## src/rtl/rncv_pkg.sv

```systemverilog
package rncv_pkg;

   localparam int SENSOR_BITS_DEFAULT = 16;
   localparam int VOTE_BITS_DEFAULT   = 16;
   localparam int NUM_CLASSES         = 3;
   localparam int SCALE_MAX           = 255;
   localparam int CSR_IDX_BITS        = 3;
   localparam int CSR_DATA_BITS       = 36;
   localparam int CEN_BITS            = 12;

   // register indexes
   localparam logic [CSR_IDX_BITS-1:0] REG_RED_RANGE   = 3'd0;
   localparam logic [CSR_IDX_BITS-1:0] REG_GREEN_RANGE = 3'd1;
   localparam logic [CSR_IDX_BITS-1:0] REG_BLUE_RANGE  = 3'd2;
   localparam logic [CSR_IDX_BITS-1:0] REG_BG_CEN      = 3'd3;
   localparam logic [CSR_IDX_BITS-1:0] REG_BLUE_CEN    = 3'd4;
   localparam logic [CSR_IDX_BITS-1:0] REG_YELLOW_CEN  = 3'd5;

   // class codes
   localparam logic [1:0] CLS_BACKGROUND = 2'd0;
   localparam logic [1:0] CLS_BLUE       = 2'd1;
   localparam logic [1:0] CLS_YELLOW     = 2'd2;

   // lane control
   typedef struct packed {
      logic start;
      logic busy;
      logic done;
   } lane_ctl_type;

endpackage

```

## src/rtl/rncv_lane.sv

```systemverilog
// one color channel: restoring divide of (x-lo)*255 by (hi-lo), then clamp
module rncv_lane
   import rncv_pkg::*;
#(
   parameter int SENSOR_BITS = SENSOR_BITS_DEFAULT
) (
   input  logic                   clock,
   input  logic                   reset,
   input  logic                   start,
   input  logic [SENSOR_BITS-1:0] raw,
   input  logic [SENSOR_BITS-1:0] lo,
   input  logic [SENSOR_BITS-1:0] hi,
   output lane_ctl_type           ctl,
   output logic [7:0]             scaled
);

   // magnitude of the dividend fits SENSOR_BITS + 8 bits
   localparam int NB = SENSOR_BITS + 8;
   localparam int CB = $clog2(NB + 1);

   logic [NB-1:0]           quo_ff, quo_in;
   logic [SENSOR_BITS:0]    rem_ff, rem_in;
   logic [SENSOR_BITS-1:0]  den_ff, den_in;
   logic [NB-1:0]           num_ff, num_in;
   logic                    neg_ff, neg_in;
   logic                    zero_ff, zero_in;
   logic                    busy_ff, busy_in;
   logic                    done_ff, done_in;
   logic [CB-1:0]           cnt_ff, cnt_in;
   logic [7:0]              res_ff, res_in;

   logic signed [SENSOR_BITS:0] dx, dd;
   logic [NB-1:0]               prod;
   logic [SENSOR_BITS+1:0]      trial;
   logic [NB-1:0]               qn;

   always_comb begin
      dx   = $signed({1'b0, raw}) - $signed({1'b0, lo});
      dd   = $signed({1'b0, hi}) - $signed({1'b0, lo});
      prod = NB'(dx[SENSOR_BITS] ? -dx : dx) * NB'(SCALE_MAX);
      trial = {rem_ff, num_ff[NB-1]} - {2'b00, den_ff};
      qn    = {quo_ff[NB-2:0], ~trial[SENSOR_BITS+1]};
   end

   always_comb begin
      quo_in = quo_ff; rem_in = rem_ff; den_in = den_ff; num_in = num_ff;
      neg_in = neg_ff; zero_in = zero_ff; busy_in = busy_ff; done_in = 1'b0;
      cnt_in = cnt_ff; res_in = res_ff;
      if (start) begin
         // load operands, sign of quotient kept aside
         num_in  = prod;
         den_in  = SENSOR_BITS'(dd[SENSOR_BITS] ? -dd : dd);
         neg_in  = (dx[SENSOR_BITS] ^ dd[SENSOR_BITS]) && (dx != '0);
         zero_in = (dd == '0);
         rem_in  = '0;
         quo_in  = '0;
         cnt_in  = CB'(NB);
         busy_in = 1'b1;
      end else if (busy_ff) begin
         // one quotient bit per cycle
         rem_in = trial[SENSOR_BITS+1] ? {rem_ff[SENSOR_BITS-1:0], num_ff[NB-1]}
                                        : trial[SENSOR_BITS:0];
         num_in = {num_ff[NB-2:0], 1'b0};
         quo_in = qn;
         cnt_in = cnt_ff - 1'b1;
         if (cnt_ff == CB'(1)) begin
            busy_in = 1'b0;
            done_in = 1'b1;
            if (zero_ff || neg_ff || qn == '0) res_in = 8'd0;
            else if (qn > NB'(SCALE_MAX))      res_in = 8'(SCALE_MAX);
            else                               res_in = qn[7:0];
         end
      end
   end

   always_ff @(posedge clock) begin
      quo_ff <= quo_in; rem_ff <= rem_in; den_ff <= den_in; num_ff <= num_in;
      neg_ff <= neg_in; zero_ff <= zero_in; cnt_ff <= cnt_in; res_ff <= res_in;
      if (reset) begin
         busy_ff <= 1'b0;
         done_ff <= 1'b0;
      end else begin
         busy_ff <= busy_in;
         done_ff <= done_in;
      end
   end

   assign ctl    = '{start: start, busy: busy_ff, done: done_ff};
   assign scaled = res_ff;

endmodule

```

## config.mk

```make
export PLATFORM = sky130hd
export DESIGN_NAME = rncv_lane
export DESIGN_NICKNAME = d
export VERILOG_FILES = /design/src/rtl/rncv_pkg.sv /design/src/rtl/rncv_lane.sv
export SDC_FILE = /design/constraint.sdc
export NUM_CORES = 1
export LEC_CHECK = 0
export ABC_CLOCK_PERIOD_IN_PS = 8400
export BUFFER_PORTS_ARGS = -buffer_cell sky130_fd_sc_hd__buf_2
export CORE_ASPECT_RATIO = 0.9
export CORE_MARGIN = 4
export CORE_UTILIZATION = 57
export DETAILED_ROUTE_END_ITERATION = 6
export PLACE_DENSITY_LB_ADDON = 0.2
export SLEW_MARGIN = 10
export SYNTH_ARGS = -nofsm -noshare
export SYNTH_HDL_FRONTEND = slang
export SYNTH_SLANG_ARGS = --single-unit
export TNS_END_PERCENT = 30
```

## constraint.sdc

```tcl
create_clock -name clock -period 8.4 [get_ports clock]
set_input_delay 1.26 -clock clock [delete_from_list [all_inputs] [get_ports clock]]
set_output_delay 1.26 -clock clock [all_outputs]
set_load 0.01 [all_outputs]
```

==> After elaboration in Yosys (flattened, before gate mapping) <==
Index checks and enable logic that the tools add are counted.
{ "word_totals": {"regBits": 97, "in_bits": 51, "output_inout_bits": 11, "wordCells": 42} }
{ "classes": {"n_addsub": 6, "multipliers": 1, "n_lt_le_gt_ge": 1, "eq_ne": 1, "mux": 10, "bitwise": 4, "n_reduce_logical": 9} }
{ "op_table": {"columns": ["op", "n"], "rows": [
  ["two-way mux 24 bit", 3],
  ["subtractor 16 x 16 -> 17 bit", 2],
  ["> comparator 24 x 8 -> 1 bit (second input constant)", 1],
  ["logical NOT 24 bit", 1],
  ["multiplier 24 x 9 -> 24 bit (second input constant)", 1],
  ["negation 17 -> 24 bit", 1],
  ["subtractor 18 x 16 -> 18 bit", 1],
  ["logical NOT 17 bit", 1],
  ["two-way mux 17 bit", 1],
  ["nonzero test 17 bit", 1],
  ["two-way mux 16 bit", 1],
  ["negation 16 bit", 1],
  ["two-way mux 8 bit", 1],
  ["equality test 5 x 1 -> 1 bit (second input constant)", 1],
  ["subtractor 5 x 1 -> 5 bit (second input constant)", 1],
  ["two-way mux 1 bit", 4],
  ["inverter 1 bit", 3],
  ["AND reduction 3 bit", 1],
  ["OR reduction 3 bit", 1],
  ["logical OR 1 bit", 2],
  ["nonzero test 2 bit", 1],
  ["logical AND 1 bit", 1],
  ["bitwise XOR 1 bit", 1]
]} }

==> Longest topological paths before layout <==
{ "depth": {"depth_word": 5, "ltp_mapped": 34, "ltp_nobuf": 32} }

==> Worst setup path before layout <==
No wires, ideal clock.
{ "synth_timing": {"path_kind": "input port to flip-flop", "from": "input raw[0]", "to": "register num_ff[19] (data pin)", "setup_time_ns": 0.260, "arrival_time_ns": 8.100, "required_time_ns": 8.140, "slack_ns": 0.040, "path_stages": 30, "n_path_buf": 2, "cell_sequence": "inv_1 > ha_1 > fa_1 > nor2b_2 > o2111ai_2 > a31oi_1 > o21ai_1 > o21bai_1 > a311o_1 > buf_6 > clkbuf_1 > a21oi_1 > xor2_1 > fa_1 > fa_1 > ha_1 > inv_1 > fa_1 > inv_1 > ha_1 > a21o_1 > a21o_1 > a2111o_1 > a41oi_2 > a21oi_1 > a41oi_1 > nand2b_1 > a21o_1 > xor2_1 > mux2_2"} }
{ "synth_via": {"elab_chain_cells": 5} }
{ "synth_lines": {"columns": ["item", "line", "source"], "rows": [
  ["start: declaration", "rncv_lane.sv:10", "input logic [SENSOR_BITS-1:0] raw,"],
  ["subtractor 16 x 16 -> 17 bit *", "rncv_lane.sv:38", "dx = $signed({1'b0, raw}) - $signed({1'b0, lo});"],
  ["negation 17 -> 24 bit", "rncv_lane.sv:40", "prod = NB'(dx[SENSOR_BITS] ? -dx : dx) * NB'(SCALE_MAX);"],
  ["two-way mux 24 bit *", "rncv_lane.sv:40", null],
  ["multiplier 24 x 9 -> 24 bit *", "rncv_lane.sv:40", null],
  ["two-way mux 24 bit *", "rncv_lane.sv:49", "if (start) begin"],
  ["named net num_in[19]", "rncv_lane.sv:24", "logic [NB-1:0] num_ff, num_in;"],
  ["end signal: assignment", "rncv_lane.sv:77", "quo_ff <= quo_in; rem_ff <= rem_in; den_ff <= den_in; num_ff <= num_in;"],
  ["end: declaration", "rncv_lane.sv:24", null]
]} }
Mark *: on every way through the listed nets, which the timed path passes. The rest lies on a longest branch.
A chain may end at the register's enable or synchronous reset.

==> Worst setup path in the final report <==
{ "layout_timing": {"from": "input raw[0]", "to": "register num_ff[22] (data pin)"} }
The elaborated chain is that of the path after synthesis.

==> flow_metrics.tcl <==
set metrics [dict create \
    final.period_utilization 0.949 \
    finalClockSkew_ps 12.4 \
    r2r_start "num_ff[23]" \
    ys.flop_type "edfxtp_1" \
    slew_viol_final 0 \
    antenna_found_initial 1 \
    drt-total-wl_um 21400 \
    slew_headroom 0.381 \
    multi_input_area_um2 7580 \
    initialDrtViolationCount 442 \
    grt.overflow.total 0 \
    cts_setup_buffers 0 \
    worst-path-max-fanout 5 \
    synth_cell_type_count 92 \
    coreArea_um2 18500 \
    cts_tree "done" \
    drive_above_1_share 0.145 \
    hold_path_end "rem_ff[12]" \
    first_pass_iters 5 \
    clock_sinks 97 \
    crit_path_top_delay_cell "fa_1" \
    layout.nets 1463 \
    reg2reg_to "rem_ff[3]" \
    synth_edf_count 50 \
    clock_path_buffers 2 \
    period_needed_ps 7970 \
    gr-usage-all-layers 0.209 \
    grt_max_degree 49 \
    synthesis.area_um2 10800 \
    ant_nets 0 \
    clkTransAtPathRegs_ps 80 \
    synth.avg_cell_area_um2 9.42 \
    status "completed" \
    io_buffers 61 \
    synth_cells 1147 \
    end_kind "register" \
    rsz0062_at_grt "false" \
    holdCritPathClass "register to register" \
    ys_ff_latch 97 \
    hold_violations 0 \
    cts-root-buf "clkbuf_16" \
    cp-start-kind "primary input" \
    cts_buffers 9 \
    wl_per_cell_um 14.4 \
    hold_path.startpoint "rem_ff[12]" \
    clock.fmax_mhz 125 \
    ff2ff_path_depth 11 \
    start_util 0.584 \
    vias 7941 \
    grt_pass1_vias 7815 \
    yosys_warnings 0 \
    dpl_cell_area_um2 11500 \
    clock_latency_ps 360 \
    io_pins 62 \
    fillers 1593 \
    die_x_um 153 \
    dpl.hpwl_um 17700 \
    crit_path_max_incr_delay_ps 570 \
    ctsHoldBuffers 0 \
    fp.dieArea_um2 21200 \
    n_antenna_cell 0 \
    area_growth_pct 10.2 \
    cp_common_cell "fa_1" \
    arrival_ps 8050 \
    regToRegSetupSlack_ps 4850 \
    ys_seq_area_frac 0.226 \
    hold_depth 2 \
    crit_type "primary input to register" \
    grt_pass1_wl_um 37600 \
    required_ps 8480 \
    htreeDepth 3 \
    async_reset_ff_frac 0 \
    final-seq-area_um2 2440 \
    drv_cap 0 \
    finalSetupViolCount 0 \
    dieHeight_um 139 \
    drc 0 \
    worstMarginPinSlew_ps 928 \
    finalInstanceArea_um2 11900 \
    rows 47 \
    viasPerCell 5.35 \
    gp_congestion 0.888 \
]
[logic make-up (layout without fill, tap and decap cells)]
kind of cell,Yosys count,count (layout),synth area share
adder cells (fa/ha/maj),182,182,0.270
other,2,16,0.000695
AO/OA/AOI/OAI,224,224,0.149
buffers and inverters,231,308,0.0829
flip-flops,97,97,0.226
multiplexers,49,49,0.0481
AND/OR/NAND/NOR,247,247,0.116
XOR/XNOR,115,115,0.107
[state kept, by name, indices dropped and copies added (netlist names)]
| name | count |
|---|---|
| den_ff | 16 |
| done_ff | 1 |
| rem_ff | 17 |
| zero_ff | 1 |
| neg_ff | 1 |
| quo_ff | 23 |
| num_ff | 24 |
| cnt_ff | 5 |
| scaled | 8 |
| busy_ff | 1 |
[what timing repair did]
action	in CTS	in global routing
hold endpoints to repair	0	0
resized for setup	0	9
setup endpoints to repair	0	7
[critical path: cells and delay by family]
kind,cells,cell delay (ps)
adders and majority gates,7,2980
buffers and inverters,6,430
AOI/OAI and AO/OA,7,1440
and+or+nand+nor,8,1710
xor gates and xnor gates,1,180
[placed cells by master, fill, tap and decap left out, drive strengths merged, types with 10 or more instances in the layout]
cell,instances
conb,16
ha,93
edfxtp,50
a211oi,18
nand2,41
o21a,19
nor2b,18
xnor2,80
nand2b,15
a31oi,10
buf,86
o21ai,35
a21o,24
inv,206
a21oi,55
fa,86
xor2,35
mux2,21
nor3,17
nor2,85
mux2i,28
dfxtp,47
or3,11
nand3,14
[cells in the mapped netlist, types with 4 or more instances]
cell,n,area [µm²]
inv_1,205,769
ha_1,93,1160
fa_1,86,1720
nor2_1,84,315
xnor2_1,70,613
a21oi_1,52,260
edfxtp_1,50,1500
dfxtp_1,47,941
nand2_1,40,150
o21ai_0,32,160
xor2_1,31,272
mux2i_1,27,270
a21o_1,24,180
mux2_2,21,236
o21a_1,19,143
a211oi_1,18,135
nor2b_1,17,106
nor3_1,17,85.1
nand2b_1,15,93.8
clkbuf_1,13,48.8
nand3_1,13,65.1
or3_1,11,68.8
a31oi_1,9,56.3
o31a_1,8,70.1
xnor2_2,7,114
buf_1,6,22.5
or2_2,6,37.5
and3_1,5,31.3
nand4_1,5,31.3
nor4_1,5,31.3
o211ai_1,5,37.5
a21boi_0,4,30.0
buf_4,4,30.0
o21bai_1,4,30.0
[per-stage QoR]
| step | setup WS, ps | cells | util | hold WS (ps) | setup TNS, ps |
|---|---|---|---|---|---|
| after floorplan | 39.9 | 1161 | - | 453 | 0 |
| after global placement | 6.56 | 1467 | 0.623 | 475 | 0 |
| after detailed placement | -172 | 1467 | 0.623 | 480 | -614 |
| after CTS | 198 | 1483 | 0.640 | 490 | 0 |
| after global routing | 18.7 | 1483 | 0.643 | 526 | 0 |
| final | 430 | 1483 | 0.643 | 490 | 0 |
[routing by layer]
layer | vias to the layer above | GRT usage | share of wire
met1 | 3707 | 0.312 | 0.50
met4 | 2 | 0.0445 | 0.016
li1 | 4023 | - | -
met2 | 183 | 0.313 | 0.43
met5 | - | 0 | 0.00061
met3 | 26 | 0.0446 | 0.054
[cell type report]
class / instances / area share
Tap cell: 245 / 0.0257
Inverter: 206 / 0.0653
Sequential cell: 97 / 0.205
Clock buffer: 9 / 0.0189
Multi-Input combinational cell: 833 / 0.636
Clock inverter: 7 / 0.00725
Timing Repair Buffer: 86 / 0.0414
[worst max-delay path by stage]
stage                     depth (start not counted)          to    from  slack, ps
after floorplan                                  30  num_ff[19]  raw[0]         40
final                                            29  num_ff[22]  raw[0]        430
after global routing                             31  num_ff[21]  raw[0]         20
after detailed placement                         30  num_ff[19]  raw[0]       -170
after CTS                                        30  num_ff[21]  raw[0]        200
after global placement                           27  num_ff[19]  raw[0]          7
Power is left out: the tool's default activity adds up to more than one toggle a clock period on the data nets, which glitch-free logic cannot reach.
